[config.mk]
export PLATFORM = sky130hd
export DESIGN_NAME = integer_to_ascii_formatter
export DESIGN_NICKNAME = d
export VERILOG_FILES = /design/src/itaf_pkg.sv /design/src/integer_to_ascii_formatter.sv /design/src/itaf_ctrl.sv /design/src/itaf_dp.sv
export SDC_FILE = /design/constraint.sdc
export NUM_CORES = 1
export LEC_CHECK = 0
export ABC_AREA = 1
export BUFFER_PORTS_ARGS = -buffer_cell sky130_fd_sc_hd__buf_2
export CAP_MARGIN = 20
export CORE_UTILIZATION = 60
export DETAILED_ROUTE_END_ITERATION = 8
export PLACE_DENSITY = 0.88
export SLEW_MARGIN = 20
export SYNTH_ARGS = -nofsm -noshare
export SYNTH_HDL_FRONTEND = slang
export SYNTH_HIERARCHICAL = 1
export SYNTH_SLANG_ARGS = --single-unit
[constraint.sdc]
create_clock -name clk -period 4.86 [get_ports clk]
set_clock_uncertainty 0.05 [all_clocks]
set_input_delay 0.243 -clock clk [delete_from_list [all_inputs] [get_ports clk]]
set_output_delay 0.243 -clock clk [all_outputs]
set_load 0.005 [all_outputs]
[src/itaf_pkg.sv]
package itaf_pkg;

    localparam logic [2:0] ACT_SDEC = 3'd0;
    localparam logic [2:0] ACT_UDEC = 3'd1;
    localparam logic [2:0] ACT_HEXL = 3'd2;
    localparam logic [2:0] ACT_HEXU = 3'd3;
    localparam logic [2:0] ACT_PTR  = 3'd4;

    localparam logic [1:0] SEL_DIGIT = 2'd0;
    localparam logic [1:0] SEL_ZERO  = 2'd1;
    localparam logic [1:0] SEL_X     = 2'd2;
    localparam logic [1:0] SEL_MINUS = 2'd3;

    localparam logic [7:0] ASCII_ZERO       = 8'd48;
    localparam logic [7:0] ASCII_X          = 8'd120;
    localparam logic [7:0] ASCII_MINUS      = 8'd45;
    localparam logic [7:0] ASCII_UPPER_BASE = 8'd55;
    localparam logic [7:0] ASCII_LOWER_BASE = 8'd87;

    localparam int BIN_WIDTH  = 32;
    localparam int DEC_DIGITS = 10;
    localparam int BCD_WIDTH  = 4 * DEC_DIGITS;
    localparam int WORD_WIDTH = 64;
    localparam int MAX_DIGITS = WORD_WIDTH / 4;

    typedef struct packed {
        logic       load;
        logic       conv_step;
        logic       shift;
        logic       emit;
        logic [1:0] char_sel;
        logic       last;
    } itaf_cmd_t;

    typedef struct packed {
        logic ptr;
        logic neg;
        logic dec;
        logic top_zero;
        logic ndig_one;
        logic conv_last;
    } itaf_status_t;

endpackage

[src/integer_to_ascii_formatter.sv]
// integer to ascii formatter
// start with action and value is taken at a clock edge where busy is low.
// actions: signed decimal, unsigned decimal, hex lower, hex upper, pointer
// ("0x" then 64-bit lower-case hex). codes above pointer are dropped and
// leave busy low.
// each character comes out on character for one cycle with strobe high,
// most significant first; last marks the final character of the number.
// the receiver cannot stall: a word not taken in its strobe cycle is gone.
// the '0' of a pointer and the minus sign are emitted first, from the
// dispatch state; hex digits follow once leading zero nibbles are skipped;
// decimal runs a 32-step shift-add-3 conversion first, then skips leading
// zero digits. leading zero nibbles are dropped at one per cycle, then one
// character a cycle; how long busy stays high depends on the action alone
// (32-bit hex, pointer or decimal), never on the value, and a new start is
// taken only once busy is low again.
// reset clears the controller and the strobe; no word is pending after it.
module integer_to_ascii_formatter
(
    input  logic        clk,
    input  logic        rst_n,
    input  logic        start,
    output logic        busy,
    input  logic [2:0]  action,
    input  logic [63:0] value,
    output logic [7:0]  character,
    output logic        last,
    output logic        strobe
);

    itaf_pkg::itaf_cmd_t    cmd;
    itaf_pkg::itaf_status_t status;

    itaf_ctrl u_ctrl
    (
        .clk    (clk),
        .rst_n  (rst_n),
        .start  (start),
        .action (action),
        .status (status),
        .cmd    (cmd),
        .busy   (busy)
    );

    itaf_dp u_dp
    (
        .clk       (clk),
        .rst_n     (rst_n),
        .action    (action),
        .value     (value),
        .cmd       (cmd),
        .status    (status),
        .character (character),
        .last      (last),
        .strobe    (strobe)
    );

`ifndef SYNTH
    a_last_ends: assert property (@(posedge clk) disable iff (!rst_n)
        strobe && last |=> !strobe)
        else $error("word right after last");

    a_bad_action_idle: assert property (@(posedge clk) disable iff (!rst_n)
        start && !busy && (action > itaf_pkg::ACT_PTR) |=> !busy)
        else $error("dropped action started work");

    a_good_action_busy: assert property (@(posedge clk) disable iff (!rst_n)
        start && !busy && (action <= itaf_pkg::ACT_PTR) |=> busy)
        else $error("accepted action did not start");

    a_strobe_from_busy: assert property (@(posedge clk) disable iff (!rst_n)
        strobe |-> $past(busy))
        else $error("word without work in progress");
`endif

endmodule

[src/itaf_ctrl.sv]
module itaf_ctrl
(
    input  logic                   clk,
    input  logic                   rst_n,
    input  logic                   start,
    input  logic [2:0]             action,
    input  itaf_pkg::itaf_status_t status,
    output itaf_pkg::itaf_cmd_t    cmd,
    output logic                   busy
);

    localparam logic [2:0] S_IDLE     = 3'd0;
    localparam logic [2:0] S_DISPATCH = 3'd1;
    localparam logic [2:0] S_PTRX     = 3'd2;
    localparam logic [2:0] S_CONV     = 3'd3;
    localparam logic [2:0] S_SKIP     = 3'd4;
    localparam logic [2:0] S_EMIT     = 3'd5;

    logic [2:0] state_reg;
    logic [2:0] state_next;

    always_ff @(posedge clk or negedge rst_n)
    begin
        if (!rst_n)
        begin
            state_reg <= S_IDLE;
        end
        else
        begin
            state_reg <= state_next;
        end
    end

    always_comb
    begin
        state_next    = state_reg;
        cmd           = '0;
        cmd.char_sel  = itaf_pkg::SEL_DIGIT;
        case (state_reg)
            S_IDLE:
            begin
                if (start && (action <= itaf_pkg::ACT_PTR))
                begin
                    cmd.load   = 1'b1;
                    state_next = S_DISPATCH;
                end
            end
            S_DISPATCH:
            begin
                if (status.ptr)
                begin
                    cmd.emit     = 1'b1;
                    cmd.char_sel = itaf_pkg::SEL_ZERO;
                    state_next   = S_PTRX;
                end
                else if (status.neg)
                begin
                    cmd.emit     = 1'b1;
                    cmd.char_sel = itaf_pkg::SEL_MINUS;
                    state_next   = S_CONV;
                end
                else if (status.dec)
                begin
                    state_next = S_CONV;
                end
                else
                begin
                    state_next = S_SKIP;
                end
            end
            S_PTRX:
            begin
                cmd.emit     = 1'b1;
                cmd.char_sel = itaf_pkg::SEL_X;
                state_next   = S_SKIP;
            end
            S_CONV:
            begin
                cmd.conv_step = 1'b1;
                if (status.conv_last)
                begin
                    state_next = S_SKIP;
                end
            end
            S_SKIP:
            begin
                if (status.top_zero && !status.ndig_one)
                begin
                    cmd.shift = 1'b1;
                end
                else
                begin
                    state_next = S_EMIT;
                end
            end
            S_EMIT:
            begin
                cmd.emit  = 1'b1;
                cmd.shift = 1'b1;
                cmd.last  = status.ndig_one;
                if (status.ndig_one)
                begin
                    state_next = S_IDLE;
                end
            end
            default:
            begin
                state_next = S_IDLE;
            end
        endcase
    end

    assign busy = (state_reg != S_IDLE);

endmodule

[src/itaf_dp.sv]
module itaf_dp
(
    input  logic                   clk,
    input  logic                   rst_n,
    input  logic [2:0]             action,
    input  logic [63:0]            value,
    input  itaf_pkg::itaf_cmd_t    cmd,
    output itaf_pkg::itaf_status_t status,
    output logic [7:0]             character,
    output logic                   last,
    output logic                   strobe
);

    localparam int CNT_W = $clog2(itaf_pkg::BIN_WIDTH);
    localparam int NDIG_W = $clog2(itaf_pkg::MAX_DIGITS + 1);
    localparam int PAD_W = itaf_pkg::WORD_WIDTH - itaf_pkg::BCD_WIDTH;
    localparam int HALF_W = itaf_pkg::WORD_WIDTH - itaf_pkg::BIN_WIDTH;

    logic                                 ptr_reg;
    logic                                 neg_reg;
    logic                                 dec_reg;
    logic                                 upper_reg;
    logic [itaf_pkg::BIN_WIDTH-1:0]       bin_reg;
    logic [itaf_pkg::BCD_WIDTH-1:0]       bcd_reg;
    logic [CNT_W-1:0]                     count_reg;
    logic [itaf_pkg::WORD_WIDTH-1:0]      digits_reg;
    logic [NDIG_W-1:0]                    ndig_reg;
    logic [7:0]                           character_reg;
    logic                                 last_reg;
    logic                                 strobe_reg;

    logic [itaf_pkg::BIN_WIDTH-1:0]       low;
    logic [itaf_pkg::BIN_WIDTH-1:0]       mag;
    logic                                 load_neg;
    logic                                 load_ptr;
    logic [itaf_pkg::BCD_WIDTH-1:0]       bcd_adj;
    logic [itaf_pkg::BCD_WIDTH-1:0]       bcd_next;
    logic [3:0]                           top_nib;
    logic [7:0]                           digit_char;
    logic [7:0]                           char_next;

    assign low      = value[itaf_pkg::BIN_WIDTH-1:0];
    assign load_neg = (action == itaf_pkg::ACT_SDEC) && low[itaf_pkg::BIN_WIDTH-1];
    assign load_ptr = (action == itaf_pkg::ACT_PTR);
    assign mag      = load_neg ? (~low + 1'b1) : low;
    assign top_nib  = digits_reg[itaf_pkg::WORD_WIDTH-1 -: 4];

    // add-3 adjust on every bcd digit ahead of the shift
    always_comb
    begin
        for (int i = 0; i < itaf_pkg::DEC_DIGITS; i++)
        begin
            if (bcd_reg[4*i +: 4] >= 4'd5)
            begin
                bcd_adj[4*i +: 4] = bcd_reg[4*i +: 4] + 4'd3;
            end
            else
            begin
                bcd_adj[4*i +: 4] = bcd_reg[4*i +: 4];
            end
        end
        bcd_next = {bcd_adj[itaf_pkg::BCD_WIDTH-2:0], bin_reg[itaf_pkg::BIN_WIDTH-1]};
    end

    always_comb
    begin
        if (top_nib < 4'd10)
        begin
            digit_char = itaf_pkg::ASCII_ZERO + {4'b0, top_nib};
        end
        else if (upper_reg)
        begin
            digit_char = itaf_pkg::ASCII_UPPER_BASE + {4'b0, top_nib};
        end
        else
        begin
            digit_char = itaf_pkg::ASCII_LOWER_BASE + {4'b0, top_nib};
        end
        case (cmd.char_sel)
            itaf_pkg::SEL_ZERO:  char_next = itaf_pkg::ASCII_ZERO;
            itaf_pkg::SEL_X:     char_next = itaf_pkg::ASCII_X;
            itaf_pkg::SEL_MINUS: char_next = itaf_pkg::ASCII_MINUS;
            default:             char_next = digit_char;
        endcase
    end

    always_ff @(posedge clk)
    begin
        if (cmd.load)
        begin
            ptr_reg    <= load_ptr;
            neg_reg    <= load_neg;
            dec_reg    <= (action <= itaf_pkg::ACT_UDEC);
            upper_reg  <= (action == itaf_pkg::ACT_HEXU);
            bin_reg    <= mag;
            bcd_reg    <= '0;
            count_reg  <= CNT_W'(itaf_pkg::BIN_WIDTH - 1);
            digits_reg <= load_ptr ? value : {low, {HALF_W{1'b0}}};
            ndig_reg   <= load_ptr ? NDIG_W'(itaf_pkg::MAX_DIGITS)
                                   : NDIG_W'(itaf_pkg::BIN_WIDTH / 4);
        end
        else if (cmd.conv_step)
        begin
            bin_reg   <= {bin_reg[itaf_pkg::BIN_WIDTH-2:0], 1'b0};
            bcd_reg   <= bcd_next;
            count_reg <= count_reg - 1'b1;
            if (count_reg == '0)
            begin
                digits_reg <= {bcd_next, {PAD_W{1'b0}}};
                ndig_reg   <= NDIG_W'(itaf_pkg::DEC_DIGITS);
            end
        end
        else if (cmd.shift)
        begin
            digits_reg <= {digits_reg[itaf_pkg::WORD_WIDTH-5:0], 4'b0};
            ndig_reg   <= ndig_reg - 1'b1;
        end
        if (cmd.emit)
        begin
            character_reg <= char_next;
            last_reg      <= cmd.last;
        end
    end

    always_ff @(posedge clk or negedge rst_n)
    begin
        if (!rst_n)
        begin
            strobe_reg <= 1'b0;
        end
        else
        begin
            strobe_reg <= cmd.emit;
        end
    end

    assign status.ptr       = ptr_reg;
    assign status.neg       = neg_reg;
    assign status.dec       = dec_reg;
    assign status.top_zero  = (top_nib == 4'd0);
    assign status.ndig_one  = (ndig_reg == NDIG_W'(1));
    assign status.conv_last = (count_reg == '0);

    assign character = character_reg;
    assign last      = last_reg;
    assign strobe    = strobe_reg;

endmodule

==> flow_summary.toml <==
[timing]
finalMaxSlewViolations = 0
setup_slack_ns = 1.79
fmax_ghz = 0.326
setup_violations = 0
min_period_ns = 3.07
rsz0062_at_grt = "false"
final.period_utilization_pct = 63.2
final-hold-violation-count = 0
tightest_slew_ns = 0.712
slew_headroom_pct = 52.5
finalSetupTns_ns = 0

[route]
drc_errors = 0
via_per_inst = 5.89
dr.pass1.iters = 5
wl_um = 20700
dr.first_iter.drc_count = 752
routedWlPerCell_um = 16.3
ant_nets = 0
num_vias = 7460

[placement]
numPortBuffers = 79
post-dp-hpwl_um = 14500
pre_cts_ws_ns = 1.80
gp_congestion = 0.908

[synth]
synth_top_area_cell = "edfxtp_1"
synth_area_leaders = "edfxtp_1 (39%), dfxtp_1 (10%), nand2_1 (9.7%), o21ai_0 (5.0%), inv_1 (4.2%)"
synth.distinct_cells = 42
syn_inst = 1009
synth.cell_area_um2 = 8750
yosysSeqAreaShare_pct = 50.2
avgSynthCellArea_um2 = 8.67
synth-async-reset-ratio_pct = 2.47
synth_edf_count = 113
synth_common_cells = "nand2_1 (225), edfxtp_1 (113), inv_1 (98)"
synth_top_area_share_pct = 38.8
yosys.cell_count.top_type = "nand2_1"
synth_flop_cell = "edfxtp_1"
ys_warn_count = 6
syn_nets = 1107
synth_seq_cells = 162

[clock_network]
clk_pin_slew_ns = 0.06
cts-buffers-inserted = 17
clock_latency_ns = 0.44
clock_tree.root_cell = "clkbuf_16"
cts.sinks = 162
clockBufferDepth = 2
cts_tree = "done"
cts_max_level = 4
post-cts-setup-buffers = 0

[setup_path]
crit_type = "register to register"
crit_slowest_cell = "buf_4"
crit_family = "simple AND/OR/NAND/NOR gates"
cp_data_arrival_time_ns = 3.10
start_kind = "register"
reg2reg_from = "u_dp/digits_reg[61]"
worstSetupEndpointType = "register"
max_stage_delay_ns = 0.60
crit_chain = "inv_1 -> ha_1 -> inv_1 -> or2_2 -> nor2_1 -> nand3_1 -> nor2_2 -> inv_2 -> nand2_1 -> a21oi_1 -> nand2_2 -> buf_4"
critPathLaunch = "u_dp/digits_reg[61]"
critPathMaxFanout = 44
crit_buf_inv = 4
crit_top_cell = "inv_1"
worstPathRequired_ns = 4.89

[finish]
antenna_cells = 0
drive_gt1_share_pct = 14.8
fin_nets = 1172
area_delta_synth_final_pct = 11.7
largest_reg_flops = 64

[die]
start_util_pct = 62.3
core_area_um2 = 14000
std_cell_rows = 43
top_level_ports = 81
die_w_um = 123
die_h_um = 123
dieArea_um2 = 15100

[global_routing]
grt_pass1_vias = 6947
grt_first_pass_wirelength_um = 32900
grt_use_total_pct = 28.9
antenna_found_initial = 0
grt_max_degree = 64
overflow = 0

[run_status]
status = "completed"

[flow_run]
drv_cap = 0

[min_path]
min_from = "value[39]"
min-delay-path-class = "input pin to register"

[power_and_ir_drop]
vdd_ir_drop_max_uv = 346
power.leakage_nw = 3.97
power_density_nw_per_um2 = 549
## routing by layer
metal | part of all wire [%] | routed length (um) | GRT usage [%]
met5 | 0 | 0 | 0
met1 | 39 | 8160 | 34.5
met2 | 50 | 10400 | 49.2
met4 | 3.7 | 773 | 14.7
met3 | 6.6 | 1370 | 5.86
## worst reg2reg max path: cells and delay by family, from the launching register on
family,cells,cell delay [ns]
compound gates,1,0.08
fa+ha+maj,1,0.15
buf+inv,4,0.82
simple gates,6,1.23
flops,1,0.38
## logic make-up (layout without fill, tap and decap cells)
group / count (synthesis) / after routing / synth area share (%)
simple gates: 413 / 413 / 20.7
compound gates: 233 / 233 / 15.5
flops: 162 / 162 / 50.2
buf+inv: 151 / 229 / 7.49
fa+ha+maj: 28 / 28 / 4.00
xor+xnor: 21 / 21 / 2.10
other cells: 1 / 1 / 0.0429
## final timing paths
kind / cells past startpoint / end / slack, ns
max: 12 / u_dp/digits_reg[50] / 1.79
min: 3 / u_dp/digits_reg[39] / 0.06
max reg2reg: 12 / u_dp/digits_reg[50] / 1.79
min reg2reg: 2 / u_dp/bcd_reg[38] / 0.44
max in group asynchronous: 2 / u_ctrl/state_reg[2] / 4.54
min in group asynchronous: 2 / u_ctrl/state_reg[0] / 0.10
## power breakdown
group          switching (mW)  total, mW  leakage (nW)  internal, mW
Clock                   0.565       1.32         0.266         0.757
Combinational            1.11       1.65          2.24         0.541
Sequential              0.203       2.39          1.47          2.18
Total                    1.88       5.37          3.97          3.48
## layout by cell type, fill, tap and decap left out, types with 2 or more instances in the layout
cell type     n
inv_6         3
o21ai_1      35
nand4_1       9
clkinv_4      2
clkbuf_16    17
edfxtp_1    113
or2_2         2
bufinv_16     2
nand3_1      55
nor2_2        9
nor2_4        9
a21oi_1      45
nor3_1        2
dfrtp_1       4
dfxtp_1      45
inv_1        98
buf_2        79
nand2_2       6
o2111ai_1    24
inv_2        15
buf_4         4
nand3_2       2
nor2_1       88
clkinvlp_4    6
o22ai_1       7
xor2_1       21
o21ai_0      87
ha_1         28
a31oi_1       3
nand2_1     223
a22oi_1       2
o211ai_1     22
o31ai_1       5
## cell type report
cell class	instances	area (um^2)
Timing Repair Buffer	84	435
Sequential cell	162	4390
Multi-Input combinational cell	696	3710
Fill cell	1046	4270
Inverter	113	424
Tap cell	180	225
Clock inverter	15	158
Clock buffer	17	425
## what timing repair did
item	CTS	global route
hold endpoints to repair	4	0
gates resized for setup	0	0
hold buffers	1	0
## per-stage QoR
stage	utilization [%]	cell area (um^2)	hold slack [ns]	cells	total power, mW
CTS	69.6	9770	0.0533	1267	5.36
finish	69.6	9770	0.0615	1267	5.37
global placement	65.3	9180	0.000694	1234	3.95
global route	69.6	9770	0.0704	1267	5.69
detailed placement	65.3	9180	0.00202	1234	4.03
floorplan	-	8750	-0.103	1009	3.61
Note: power is estimated with default switching activity, not from simulation.
